[src/rtl/srs_pkg.sv]
// Package for the streaming substring replacer: request and job types, register map.
package srs_pkg;

    localparam int BYTE_W = 8;
    localparam int REG_W = 64;
    localparam int LEN_W = 4;
    localparam int ADDR_W = 5;
    localparam int JOB_BYTES = 8;
    localparam int JOB_QUEUE_DEPTH = 4;

    localparam logic [1:0] REG_PAT_BYTES = 2'd0;
    localparam logic [1:0] REG_PAT_LEN = 2'd1;
    localparam logic [1:0] REG_REP_BYTES = 2'd2;
    localparam logic [1:0] REG_REP_LEN = 2'd3;

    typedef struct packed {
        logic [BYTE_W-1:0] in_byte;
        logic in_last;
    } t_in_req;

    typedef struct packed {
        logic [BYTE_W-1:0] out_byte;
        logic byte_present;
        logic out_last;
    } t_out_req;

    typedef struct packed {
        logic [REG_W-1:0] pat_bytes;
        logic [LEN_W-1:0] pat_len;
        logic [REG_W-1:0] rep_bytes;
        logic [LEN_W-1:0] rep_len;
    } t_cfg;

    // bytes to emit in order, first in bits 7..0; a zero count with last set is the empty end mark
    typedef struct packed {
        logic [JOB_BYTES*BYTE_W-1:0] data;
        logic [LEN_W-1:0] cnt;
        logic last;
    } t_job;

endpackage

[src/rtl/substring_replace_stream.sv]
// Top level of the streaming substring replacer with its register port.
// Replaces every leftmost, non-overlapping occurrence of the pattern in a byte stream. An input
// request is taken each cycle while the job queue has room; the output gives one byte per
// cycle while it is not stalled, so a request that yields a burst of results (a replacement or
// the flush on the last byte) holds the output until all of them are out and back-pressures the
// input once the four-entry job queue fills. The first result of a request passes through the
// job queue, the back end's current-job register and its output register. An empty pattern passes
// bytes through; a last byte that yields nothing gives one empty result with out_last set.
// Writing the pattern or its length drops the bytes held in the window.
module substring_replace_stream #(
    parameter int PATTERN_MAX = 8,
    parameter int REPLACEMENT_MAX = 8
) (
    input  logic                        i_clk,
    input  logic                        i_rst_n,
    input  logic                        psel,
    input  logic                        penable,
    input  logic                        pwrite,
    input  logic [srs_pkg::ADDR_W-1:0]  paddr,
    input  logic [srs_pkg::REG_W-1:0]   pwdata,
    output logic [srs_pkg::REG_W-1:0]   prdata,
    output logic                        pready,
    input  logic                        i_in_valid,
    output logic                        o_in_stall,
    input  srs_pkg::t_in_req            i_in_req,
    output logic                        o_out_valid,
    input  logic                        i_out_stall,
    output srs_pkg::t_out_req           o_out_req
);

    srs_pkg::t_cfg  r_cfg;
    srs_pkg::t_job  f_job, q_job;
    logic [1:0]     reg_sel;
    logic           wr, clr, push, pop, q_full, q_nempty;

    assign pready = 1'b1;
    assign reg_sel = paddr[4:3];
    assign wr = psel && penable && pwrite;
    assign clr = wr && ((reg_sel == srs_pkg::REG_PAT_BYTES) || (reg_sel == srs_pkg::REG_PAT_LEN));

    always_ff @(posedge i_clk) begin
        if (!i_rst_n) begin
            r_cfg <= '0;
        end else if (wr) begin
            case (reg_sel)
                srs_pkg::REG_PAT_BYTES: r_cfg.pat_bytes <= pwdata;
                srs_pkg::REG_PAT_LEN:   r_cfg.pat_len <= pwdata[srs_pkg::LEN_W-1:0];
                srs_pkg::REG_REP_BYTES: r_cfg.rep_bytes <= pwdata;
                srs_pkg::REG_REP_LEN:   r_cfg.rep_len <= pwdata[srs_pkg::LEN_W-1:0];
                default: ;
            endcase
        end
    end

    always_comb begin
        case (reg_sel)
            srs_pkg::REG_PAT_BYTES: prdata = r_cfg.pat_bytes;
            srs_pkg::REG_PAT_LEN:   prdata = srs_pkg::REG_W'(r_cfg.pat_len);
            srs_pkg::REG_REP_BYTES: prdata = r_cfg.rep_bytes;
            srs_pkg::REG_REP_LEN:   prdata = srs_pkg::REG_W'(r_cfg.rep_len);
            default:                prdata = '0;
        endcase
    end

    assign o_in_stall = q_full;

    srs_front #(
        .PATTERN_MAX(PATTERN_MAX),
        .REPLACEMENT_MAX(REPLACEMENT_MAX)
    ) u_front (
        .i_clk(i_clk),
        .i_rst_n(i_rst_n),
        .i_cfg(r_cfg),
        .i_clr(clr),
        .i_valid(i_in_valid),
        .i_stall(q_full),
        .i_req(i_in_req),
        .o_push(push),
        .o_job(f_job)
    );

    srs_queue #(
        .DEPTH(srs_pkg::JOB_QUEUE_DEPTH)
    ) u_queue (
        .i_clk(i_clk),
        .i_rst_n(i_rst_n),
        .i_push(push),
        .i_job(f_job),
        .i_pop(pop),
        .o_full(q_full),
        .o_nempty(q_nempty),
        .o_job(q_job)
    );

    srs_back u_back (
        .i_clk(i_clk),
        .i_rst_n(i_rst_n),
        .i_q_nempty(q_nempty),
        .i_q_job(q_job),
        .o_q_pop(pop),
        .o_valid(o_out_valid),
        .i_stall(i_out_stall),
        .o_req(o_out_req)
    );

endmodule

[src/rtl/srs_front.sv]
// Front end: holds the match window, classifies each request and builds an emission job.
module srs_front #(
    parameter int PATTERN_MAX = 8,
    parameter int REPLACEMENT_MAX = 8
) (
    input  logic            i_clk,
    input  logic            i_rst_n,
    input  srs_pkg::t_cfg   i_cfg,
    input  logic            i_clr,
    input  logic            i_valid,
    input  logic            i_stall,
    input  srs_pkg::t_in_req i_req,
    output logic            o_push,
    output srs_pkg::t_job   o_job
);

    localparam int VW = srs_pkg::JOB_BYTES * srs_pkg::BYTE_W;

    logic [srs_pkg::BYTE_W-1:0] r_win [PATTERN_MAX];
    logic [srs_pkg::BYTE_W-1:0] n_win [PATTERN_MAX];
    logic [srs_pkg::BYTE_W-1:0] win_new [PATTERN_MAX];
    logic [srs_pkg::LEN_W-1:0]  r_fill, n_fill;
    logic [srs_pkg::LEN_W-1:0]  plen, rlen, fill0, filled;
    logic [VW-1:0]              wv, shv;
    logic                       accept, complete, hit;

    assign accept = i_valid && !i_stall;
    assign plen = (i_cfg.pat_len > srs_pkg::LEN_W'(PATTERN_MAX)) ?
                  srs_pkg::LEN_W'(PATTERN_MAX) : i_cfg.pat_len;
    assign rlen = (i_cfg.rep_len > srs_pkg::LEN_W'(REPLACEMENT_MAX)) ?
                  srs_pkg::LEN_W'(REPLACEMENT_MAX) : i_cfg.rep_len;
    assign fill0 = (r_fill >= plen) ? '0 : r_fill;
    assign filled = fill0 + 1'b1;
    assign complete = (filled == plen);

    always_comb begin
        wv = '0;
        hit = 1'b1;
        for (int i = 0; i < PATTERN_MAX; i++) begin
            win_new[i] = (srs_pkg::LEN_W'(i) == fill0) ? i_req.in_byte : r_win[i];
            wv[8*i +: 8] = win_new[i];
            if ((srs_pkg::LEN_W'(i) < plen) && (win_new[i] != i_cfg.pat_bytes[8*i +: 8]))
                hit = 1'b0;
        end
        shv = wv >> 8;
    end

    always_comb begin
        o_job.data = wv;
        o_job.cnt = '0;
        o_job.last = i_req.in_last;
        n_fill = filled;
        for (int i = 0; i < PATTERN_MAX; i++)
            n_win[i] = win_new[i];
        if (plen == '0) begin
            o_job.data = VW'(i_req.in_byte);
            o_job.cnt = srs_pkg::LEN_W'(1);
            n_fill = '0;
        end else if (complete && hit) begin
            o_job.data = i_cfg.rep_bytes;
            o_job.cnt = rlen;
            n_fill = '0;
        end else if (complete) begin
            if (i_req.in_last) begin
                o_job.cnt = plen;
                n_fill = '0;
            end else begin
                o_job.cnt = srs_pkg::LEN_W'(1);
                n_fill = plen - 1'b1;
                for (int i = 0; i < PATTERN_MAX; i++)
                    n_win[i] = shv[8*i +: 8];
            end
        end else if (i_req.in_last) begin
            o_job.cnt = filled;
            n_fill = '0;
        end
    end

    assign o_push = accept && ((o_job.cnt != '0) || i_req.in_last);

    always_ff @(posedge i_clk) begin
        if (!i_rst_n) begin
            r_fill <= '0;
        end else if (i_clr) begin
            r_fill <= '0;
        end else if (accept) begin
            r_fill <= n_fill;
        end
    end

    always_ff @(posedge i_clk) begin
        if (accept) begin
            for (int i = 0; i < PATTERN_MAX; i++)
                r_win[i] <= n_win[i];
        end
    end

endmodule

[src/rtl/srs_queue.sv]
// Short job queue between the front end and the output sequencer.
module srs_queue #(
    parameter int DEPTH = srs_pkg::JOB_QUEUE_DEPTH
) (
    input  logic          i_clk,
    input  logic          i_rst_n,
    input  logic          i_push,
    input  srs_pkg::t_job i_job,
    input  logic          i_pop,
    output logic          o_full,
    output logic          o_nempty,
    output srs_pkg::t_job o_job
);

    localparam int PW = (DEPTH > 1) ? $clog2(DEPTH) : 1;
    localparam int CW = $clog2(DEPTH + 1);

    srs_pkg::t_job    r_mem [DEPTH];
    logic [PW-1:0]    r_wr, r_rd;
    logic [CW-1:0]    r_cnt;
    logic             do_push, do_pop;

    assign o_full = (r_cnt == CW'(DEPTH));
    assign o_nempty = (r_cnt != '0);
    assign do_push = i_push && !o_full;
    assign do_pop = i_pop && o_nempty;
    assign o_job = r_mem[r_rd];

    always_ff @(posedge i_clk) begin
        if (!i_rst_n) begin
            r_wr <= '0;
            r_rd <= '0;
            r_cnt <= '0;
        end else begin
            if (do_push)
                r_wr <= (r_wr == PW'(DEPTH - 1)) ? '0 : r_wr + 1'b1;
            if (do_pop)
                r_rd <= (r_rd == PW'(DEPTH - 1)) ? '0 : r_rd + 1'b1;
            if (do_push && !do_pop)
                r_cnt <= r_cnt + 1'b1;
            else if (do_pop && !do_push)
                r_cnt <= r_cnt - 1'b1;
        end
    end

    always_ff @(posedge i_clk) begin
        if (do_push)
            r_mem[r_wr] <= i_job;
    end

endmodule

[src/rtl/srs_back.sv]
// Back end: walks each job one byte per cycle, while the output is not stalled, into the output register.
module srs_back (
    input  logic             i_clk,
    input  logic             i_rst_n,
    input  logic             i_q_nempty,
    input  srs_pkg::t_job    i_q_job,
    output logic             o_q_pop,
    output logic             o_valid,
    input  logic             i_stall,
    output srs_pkg::t_out_req o_req
);

    srs_pkg::t_job     r_cur;
    srs_pkg::t_out_req r_out, n_out;
    logic [2:0]        r_idx, last_idx;
    logic              r_act, r_ovalid;
    logic              out_free, emit, done;

    assign last_idx = (r_cur.cnt == '0) ? 3'd0 : 3'(r_cur.cnt - 1'b1);
    assign out_free = !r_ovalid || !i_stall;
    assign emit = r_act && out_free;
    assign done = emit && (r_idx == last_idx);
    assign o_q_pop = i_q_nempty && (!r_act || done);

    always_comb begin
        n_out.byte_present = (r_cur.cnt != '0);
        n_out.out_byte = n_out.byte_present ? r_cur.data[8*r_idx +: 8] : '0;
        n_out.out_last = r_cur.last && (r_idx == last_idx);
    end

    always_ff @(posedge i_clk) begin
        if (!i_rst_n) begin
            r_act <= 1'b0;
            r_ovalid <= 1'b0;
            r_idx <= '0;
        end else begin
            if (out_free)
                r_ovalid <= emit;
            if (o_q_pop) begin
                r_act <= 1'b1;
                r_idx <= '0;
            end else if (done) begin
                r_act <= 1'b0;
            end else if (emit) begin
                r_idx <= r_idx + 1'b1;
            end
        end
    end

    always_ff @(posedge i_clk) begin
        if (o_q_pop)
            r_cur <= i_q_job;
        if (emit)
            r_out <= n_out;
    end

    assign o_valid = r_ovalid;
    assign o_req = r_out;

endmodule

[config.mk]
export PLATFORM = sky130hd
export DESIGN_NAME = substring_replace_stream
export DESIGN_NICKNAME = d
export VERILOG_FILES = /design/src/rtl/srs_pkg.sv /design/src/rtl/substring_replace_stream.sv /design/src/rtl/srs_front.sv /design/src/rtl/srs_queue.sv /design/src/rtl/srs_back.sv
export SDC_FILE = /design/constraint.sdc
export NUM_CORES = 1
export LEC_CHECK = 0
export BUFFER_PORTS_ARGS = -buffer_cell sky130_fd_sc_hd__buf_2
export CAP_MARGIN = 0
export CORE_MARGIN = 1.5
export CORE_UTILIZATION = 56
export DETAILED_ROUTE_END_ITERATION = 8
export PLACE_DENSITY_LB_ADDON = 0.12
export REMOVE_ABC_BUFFERS = 1
export SYNTH_ARGS = -nofsm -noshare
export SYNTH_HDL_FRONTEND = slang
export SYNTH_SLANG_ARGS = --single-unit
[constraint.sdc]
create_clock -name i_clk -period 15.5 [get_ports i_clk]
set_input_delay 1.55 -clock i_clk [delete_from_list [all_inputs] [get_ports i_clk]]
set_output_delay 1.55 -clock i_clk [all_outputs]
set_load 0.03 [all_outputs]
==> results.json, run 1 <==
{
  "synthToLayoutAreaGrowth_pct": 12.0,
  "worstSetupEndpointType": "flop",
  "muxShareOfSynthArea": 0.123,
  "fin_cells": 2866,
  "die_y_um": 220,
  "setup_ws_ps": 7510,
  "yosysTopAreaCellShare": 0.476,
  "chipWidth_um": 220,
  "worstSetupPathType": "reg2reg",
  "ff2ff_path_depth": 25,
  "power.density_nw_per_um2": 143,
  "dp_cells": 2755,
  "cts_resized": 0,
  "place.port_buffers": 157,
  "io_pins": 162,
  "synthesis.area_um2": 26400,
  "slew_headroom": 0.106,
  "drtIter0Drc": 2038,
  "wl_mm": 67.3,
  "synth_top_family_by_area": "multiplexers",
  "synthAdderAreaFrac": 0.00880,
  "overflow": 0,
  "async_reset_ff_frac": 0,
  "grt_antenna_before_repair": 1,
  "fmax_ghz": 0.125,
  "fin_crit_sh": 0.515,
  "fin_nets": 2311,
  "critPathSlowestCell": "buf_4",
  "root_buffer": "clkbuf_16",
  "synth_area_leader_cell": "edfxtp_1",
  "insertion_delay_ps": 640,
  "wl_per_cell_um": 23.5,
  "synth_edf_count": 419,
  "period_needed_ps": 7990,
  "yosys-top-cells-area": "edfxtp_1 (48%), dfxtp_1 (12%), mux4_2 (7.6%)",
  "clock_path_buffers": 3,
  "die_area_um2": 48500,
  "cts_sinks": 571,
  "synth_cells": 2115,
  "avgSynthCellArea_um2": 12.5,
  "ys_seq_area_frac": 0.591,
  "htree_levels": 2,
  "grt_start_max_net_pins": 102,
  "cp-startpoint": "r_cfg[71]",
  "yosys_warnings": 0,
  "via_count": 17715,
  "cpPeakStageDelay_ps": 680,
  "synth_most_common_cell": "edfxtp_1",
  "finalHoldViolCount": 0,
  "pre_cts_ws_ps": 7660,
  "fillCellCount": 3506,
  "tightest_slew_ps": 1330,
  "tritoncts": "built",
  "regArea_um2": 15600,
  "clk_pin_slew_worst_paths_ps": 60,
  "status": "finished, final reports clean",
  "dp_hpwl_mm": 42.4,
  "coreArea_um2": 46600,
  "endpoint": "u_queue.r_cnt[2]",
  "synth-seq-cells": 571,
  "grt_pass1_wl_mm": 101,
  "worstPathArrival_ps": 8550,
  "first_pass_iters": 6,
  "synth-xor-area-share": 0.0291,
  "rsz0062_at_grt": "false",
  "synthSimpleGateAreaFrac": 0.114,
  "vias_per_cell": 6.18,
  "cts_hold_buf": 0,
  "startpoint_type": "flop",
  "reg2reg_from": "r_cfg[71]",
  "finalPower_mw": 4.23,
  "setup_tns_ps": 0,
  "finalClockSkew_ps": 29.9,
  "grt_usage": 0.280,
  "grt_pass1_vias": 16701,
  "hold_class": "reg2reg",
  "leakagePower_nw": 10.6,
  "cp_common_cell": "inv_1",
  "yosysUniqueCellTypes": 77,
  "maxCapViolCount": 0,
  "synth_top_cells_by_count": "edfxtp_1 (419), nand2_1 (367), nor2_1 (165), dfxtp_1 (152), a21boi_0 (136)",
  "drcViolationCount": 0,
  "multi_input_area_um2": 10100,
  "required_ps": 16060,
  "vdd_drop_max_uv": 308,
  "cts_setup_buffers": 0,
  "crit_path_max_fanout": 71,
  "r2r_slack_ps": 7510,
  "slew_viol_final": 0,
  "synth_flop_cell": "edfxtp_1",
  "drive_above_1_share": 0.183,
  "setup_viol": 0,
  "holdWs_ps": 483,
  "rr_endpoint": "u_queue.r_cnt[2]",
  "cts_buffers": 58,
  "std_cell_rows": 79,
  "place_congestion": 0.888,
  "initial_core_util": 0.568,
  "synth_compound_area_frac": 0.106,
  "final_antenna_net_count": 0
}
layout by cell type (no fill, tap or decap), types with 22 or more instances in the layout:
master     netlist  final
mux4_2          89     89
a21boi_0       136    136
a311oi_1        37     37
buf_2           10    155
clkbuf_16        0     59
a21oi_1         44     44
dfxtp_1        152    149
xor2_1          51     51
or3_1           38     37
mux2i_1        115    115
edfxtp_1       419    419
xnor2_1         37     37
nand2_1        367    366
inv_1           31     30
nor2_1         165    163
a211oi_1        22     22
buf_4            3     26
sequential cells by signal, indices dropped and copies added, names as in the netlist:
signal	count
u_queue.r_wr	2
u_queue.r_rd	2
u_back.r_act	1
u_back.r_idx	3
r_cfg	136
u_front.r_win	64
u_back.o_req	10
u_front.r_fill	4
u_queue.r_mem	276
u_back.o_valid	1
u_queue.r_cnt	3
u_back.r_cur	69
cell type report:
| type | instances | area share |
|---|---|---|
| Sequential cell | 571 | 0.528 |
| Clock inverter | 28 | 0.0133 |
| Antenna cell | 2 | 0.000169 |
| Multi-Input combinational cell | 1365 | 0.342 |
| Timing Repair Buffer | 181 | 0.0328 |
| Clock buffer | 81 | 0.0540 |
| Inverter | 31 | 0.00393 |
| Tap cell | 607 | 0.0256 |
per-layer routing:
metal | vias up | track usage | wire length [um]
met4 | 2 | 0.0875 | 1920
met2 | 772 | 0.434 | 31300
li1 | 8020 | - | -
met3 | 125 | 0.0462 | 5260
met1 | 8796 | 0.406 | 28800
met5 | - | 0 | 13
cells by family (layout without fill, tap and decap cells):
kind of cell,count (synthesis),after routing
buffers and inverters,179,321
AND/OR/NAND/NOR,692,692
XOR/XNOR,88,88
flip-flops,571,571
other,1,3
multiplexers,211,211
AO/OA/AOI/OAI,355,355
adder cells (fa/ha/maj),18,18
per-stage QoR:
stage	area, um2	util
after detailed placement	27600	0.593
after global placement	27600	0.593
after CTS	29600	0.636
final	29600	0.636
after global routing	29600	0.636
after floorplan	25800	-
power by group:
part           switching (mW)  internal (mW)
logic                   0.407          0.309
registers               0.118           1.95
clock network           0.595          0.856
how the worst min path moves through the flow:
stage | to | depth (start not counted) | startpoint
6_report | r_cfg[20] | 2 | r_cfg[20]
5_1_grt | r_cfg[20] | 2 | r_cfg[20]
4_1_cts | r_cfg[20] | 2 | r_cfg[20]
3_5_place_dp | r_cfg[20] | 2 | r_cfg[20]
3_3_place_gp | r_cfg[4] | 2 | r_cfg[4]
2_1_floorplan | r_cfg[4] | 2 | r_cfg[4]
worst max-delay path: cells and delay by family (launching register included):
family	cells	cell delay [ps]
compound gates	7	1780
xor+xnor	1	180
fa+ha+maj	4	1470
buf+inv	6	1470
flops	1	500
simple gates	7	2480
No activity file was read; power rests on OpenSTA's default activity.
==> inputs of run 2 (changes only) <==
--- a/config.mk
+++ b/config.mk
@@ -8,7 +8,7 @@
 export BUFFER_PORTS_ARGS = -buffer_cell sky130_fd_sc_hd__buf_2
 export CAP_MARGIN = 0
 export CORE_MARGIN = 1.5
-export CORE_UTILIZATION = 56
+export CORE_UTILIZATION = 55
 export DETAILED_ROUTE_END_ITERATION = 8
 export PLACE_DENSITY_LB_ADDON = 0.12
 export REMOVE_ABC_BUFFERS = 1
==> constraint.sdc (replaced) <==
create_clock -name i_clk -period 6.9 [get_ports i_clk]
set_input_delay 0.69 -clock i_clk [delete_from_list [all_inputs] [get_ports i_clk]]
set_output_delay 0.69 -clock i_clk [all_outputs]
set_load 0.03 [all_outputs]
==> run 2 against run 1 <==
Final area rose by 1.2%. Register-to-register slack got worse by 6900 ps. First-iteration DRC count is 16% lower. Critical path type unchanged. Critical path depth down 2.
==> results.json, run 2 (synthesis gave the netlist of run 1 again) <==
{
  "status": "finished, final reports clean",
  "std_cell_rows": 80,
  "cts_resized": 0,
  "leakagePower_nw": 10.9,
  "hold_class": "in2reg",
  "drtIter0Drc": 1722,
  "worstSetupPathType": "reg2reg",
  "cp_num_cells": 23,
  "initial_core_util": 0.556,
  "die_area_um2": 49400,
  "place_area_um2": 28100,
  "reg.largest.list": "u_queue.r_mem (276), r_cfg (136), u_back.r_cur (69)",
  "place.port_buffers": 157,
  "place_congestion": 0.889,
  "path_buf_inv": 4,
  "cts_sinks": 571,
  "vdd_drop_max_uv": 294,
  "clkPwrFrac": 0.338,
  "fin_crit_sh": 0.912,
  "met3_usage": 0.0464,
  "tritoncts": "built",
  "maxCapViolCount": 0,
  "startpoint_type": "flop",
  "io_pins": 162,
  "grt_pass1_vias": 17364,
  "synthToLayoutAreaGrowth_pct": 13.4,
  "switching_power_mw": 2.51,
  "grt_start_max_net_pins": 129,
  "setup_tns_ps": 0,
  "worstSetupEndpointType": "flop",
  "finalClockSkew_ps": 14.6,
  "layout_commonest_cell": "edfxtp_1",
  "die_y_um": 222,
  "insertion_delay_ps": 620,
  "drive_above_1_share": 0.200,
  "clock_path_buffers": 3,
  "fillCellCount": 3673,
  "clk_pin_slew_worst_paths_ps": 70,
  "vias_per_cell": 6.10,
  "cpPeakStageDelay_ps": 510,
  "holdPathStages": 3,
  "htree_levels": 2,
  "pre_cts_ws_ps": 656,
  "setup_ws_ps": 605,
  "wl_per_cell_um": 23.3,
  "grt_antenna_before_repair": 4,
  "p_sw_frac": 0.265,
  "slew_headroom": 0.240,
  "ff2ff_path_depth": 23,
  "setup_viol": 0,
  "tightest_slew_ps": 1140,
  "grt_usage": 0.275,
  "fin_nets": 2359,
  "largest_reg_flops": 276,
  "grt.busiest_layer": "met2",
  "p_seq_frac": 0.491,
  "final_area_um2": 30000,
  "drcViolationCount": 0,
  "cts_hold_buf": 0,
  "overflow": 0,
  "finalPower_mw": 9.46,
  "finalHoldViolCount": 0,
  "wl_mm": 68.0,
  "fin_util": 0.631,
  "final_cell_mix": "edfxtp_1 (419), nand2_1 (366), nor2_1 (163), buf_2 (155), dfxtp_1 (149)",
  "final_antenna_net_count": 0,
  "path_delay_family": "simple AND/OR/NAND/NOR gates",
  "critPathSlowestCell": "dfxtp_1",
  "cts_setup_buffers": 0,
  "grt_util_met2": 0.434,
  "worstPathArrival_ps": 6840,
  "slew_viol_final": 0,
  "power_frac_comb": 0.171,
  "crit_path_max_fanout": 13,
  "cts_buffers": 57,
  "first_pass_iters": 5,
  "grtUsageMet1": 0.391,
  "power.density_nw_per_um2": 316,
  "via_count": 17819,
  "regMostFlops": "u_queue.r_mem",
  "period_needed_ps": 6290,
  "chipWidth_um": 222,
  "cp_common_cell": "inv_1",
  "rsz0062_at_grt": "false",
  "coreArea_um2": 47500,
  "grt_pass1_wl_mm": 104,
  "internal_power_mw": 6.95,
  "crit_chain": "inv_1 > nand2_1 > inv_1 > ha_1 > or3b_1 > a21oi_4 > nand2_1 > inv_1 > ha_1 > nand2_1 > mux2i_1 > xor2_1 > nand4_1 > o21bai_1 > o22ai_2 > nand2_4 > o21a_1 > ha_1 > inv_1 > fa_1 > xor2_1 > or3_1 > a21boi_0",
  "fmax_ghz": 0.159,
  "dp_hpwl_mm": 44.2,
  "required_ps": 7450,
  "root_buffer": "clkbuf_16"
}
## run 2: cell types whose count changed in the layout (fill, tap and decap cells not counted), sizes merged
| cell | change |
|---|---|
| buf | +49 |
| bufinv | +1 |
| clkbuf | -15 |
| clkinv | +11 |
| clkinvlp | -1 |
| inv | +2 |
## run 2: area by class of cell
| class | instances | area [um2] | area share |
|---|---|---|---|
| Inverter | 31 | 116 | 0.00388 |
| Antenna cell | 2 | 5.00 | 0.000167 |
| Clock buffer | 66 | 1470 | 0.0490 |
| Tap cell | 615 | 769 | 0.0257 |
| Timing Repair Buffer | 230 | 1400 | 0.0467 |
| Multi-Input combinational cell | 1365 | 10100 | 0.338 |
| Sequential cell | 571 | 15600 | 0.521 |
| Clock inverter | 41 | 445 | 0.0149 |
## run 2: tightest hold or removal path, stage by stage
cell and delay (ps):
buf_2 100, nand2_1 40, a21boi_0 60
## run 2: power groups by stage
| stage | logic [mW] | clock network, mW | registers [mW] |
|---|---|---|---|
| 2_1_floorplan | 1.04 | 0 | 4.76 |
| 3_3_place_gp | 1.62 | 0 | 4.70 |
| 3_5_place_dp | 1.65 | 0 | 4.72 |
| 4_1_cts | 1.65 | 3.24 | 4.65 |
| 5_1_grt | 1.75 | 3.38 | 4.70 |
| 6_report | 1.62 | 3.20 | 4.65 |
## run 2: path summary, 6_finish.rpt
check | startpoint | endpoint | slack (ps)
setup reg to reg | r_cfg[71] | u_queue.r_cnt[2] | 610
hold / removal | pwdata[8] | r_cfg[80] | 340
hold reg to reg | r_cfg[52] | r_cfg[52] | 480
setup / recovery | r_cfg[71] | u_queue.r_cnt[2] | 610
## run 2: stage by stage
| step | hold WS, ps | std cells |
|---|---|---|
| 5_1_grt | 321 | 2921 |
| 3_3_place_gp | 468 | 2812 |
| 4_1_cts | 305 | 2919 |
| 6_report | 336 | 2921 |
| 3_5_place_dp | 474 | 2812 |
| 2_1_floorplan | 453 | 1967 |
## run 2: metal layers
layer,vias to the layer above,routed length [um]
met5,-,10
met4,2,1770
met3,118,4680
met2,677,31700
met1,8908,29900
li1,8114,-
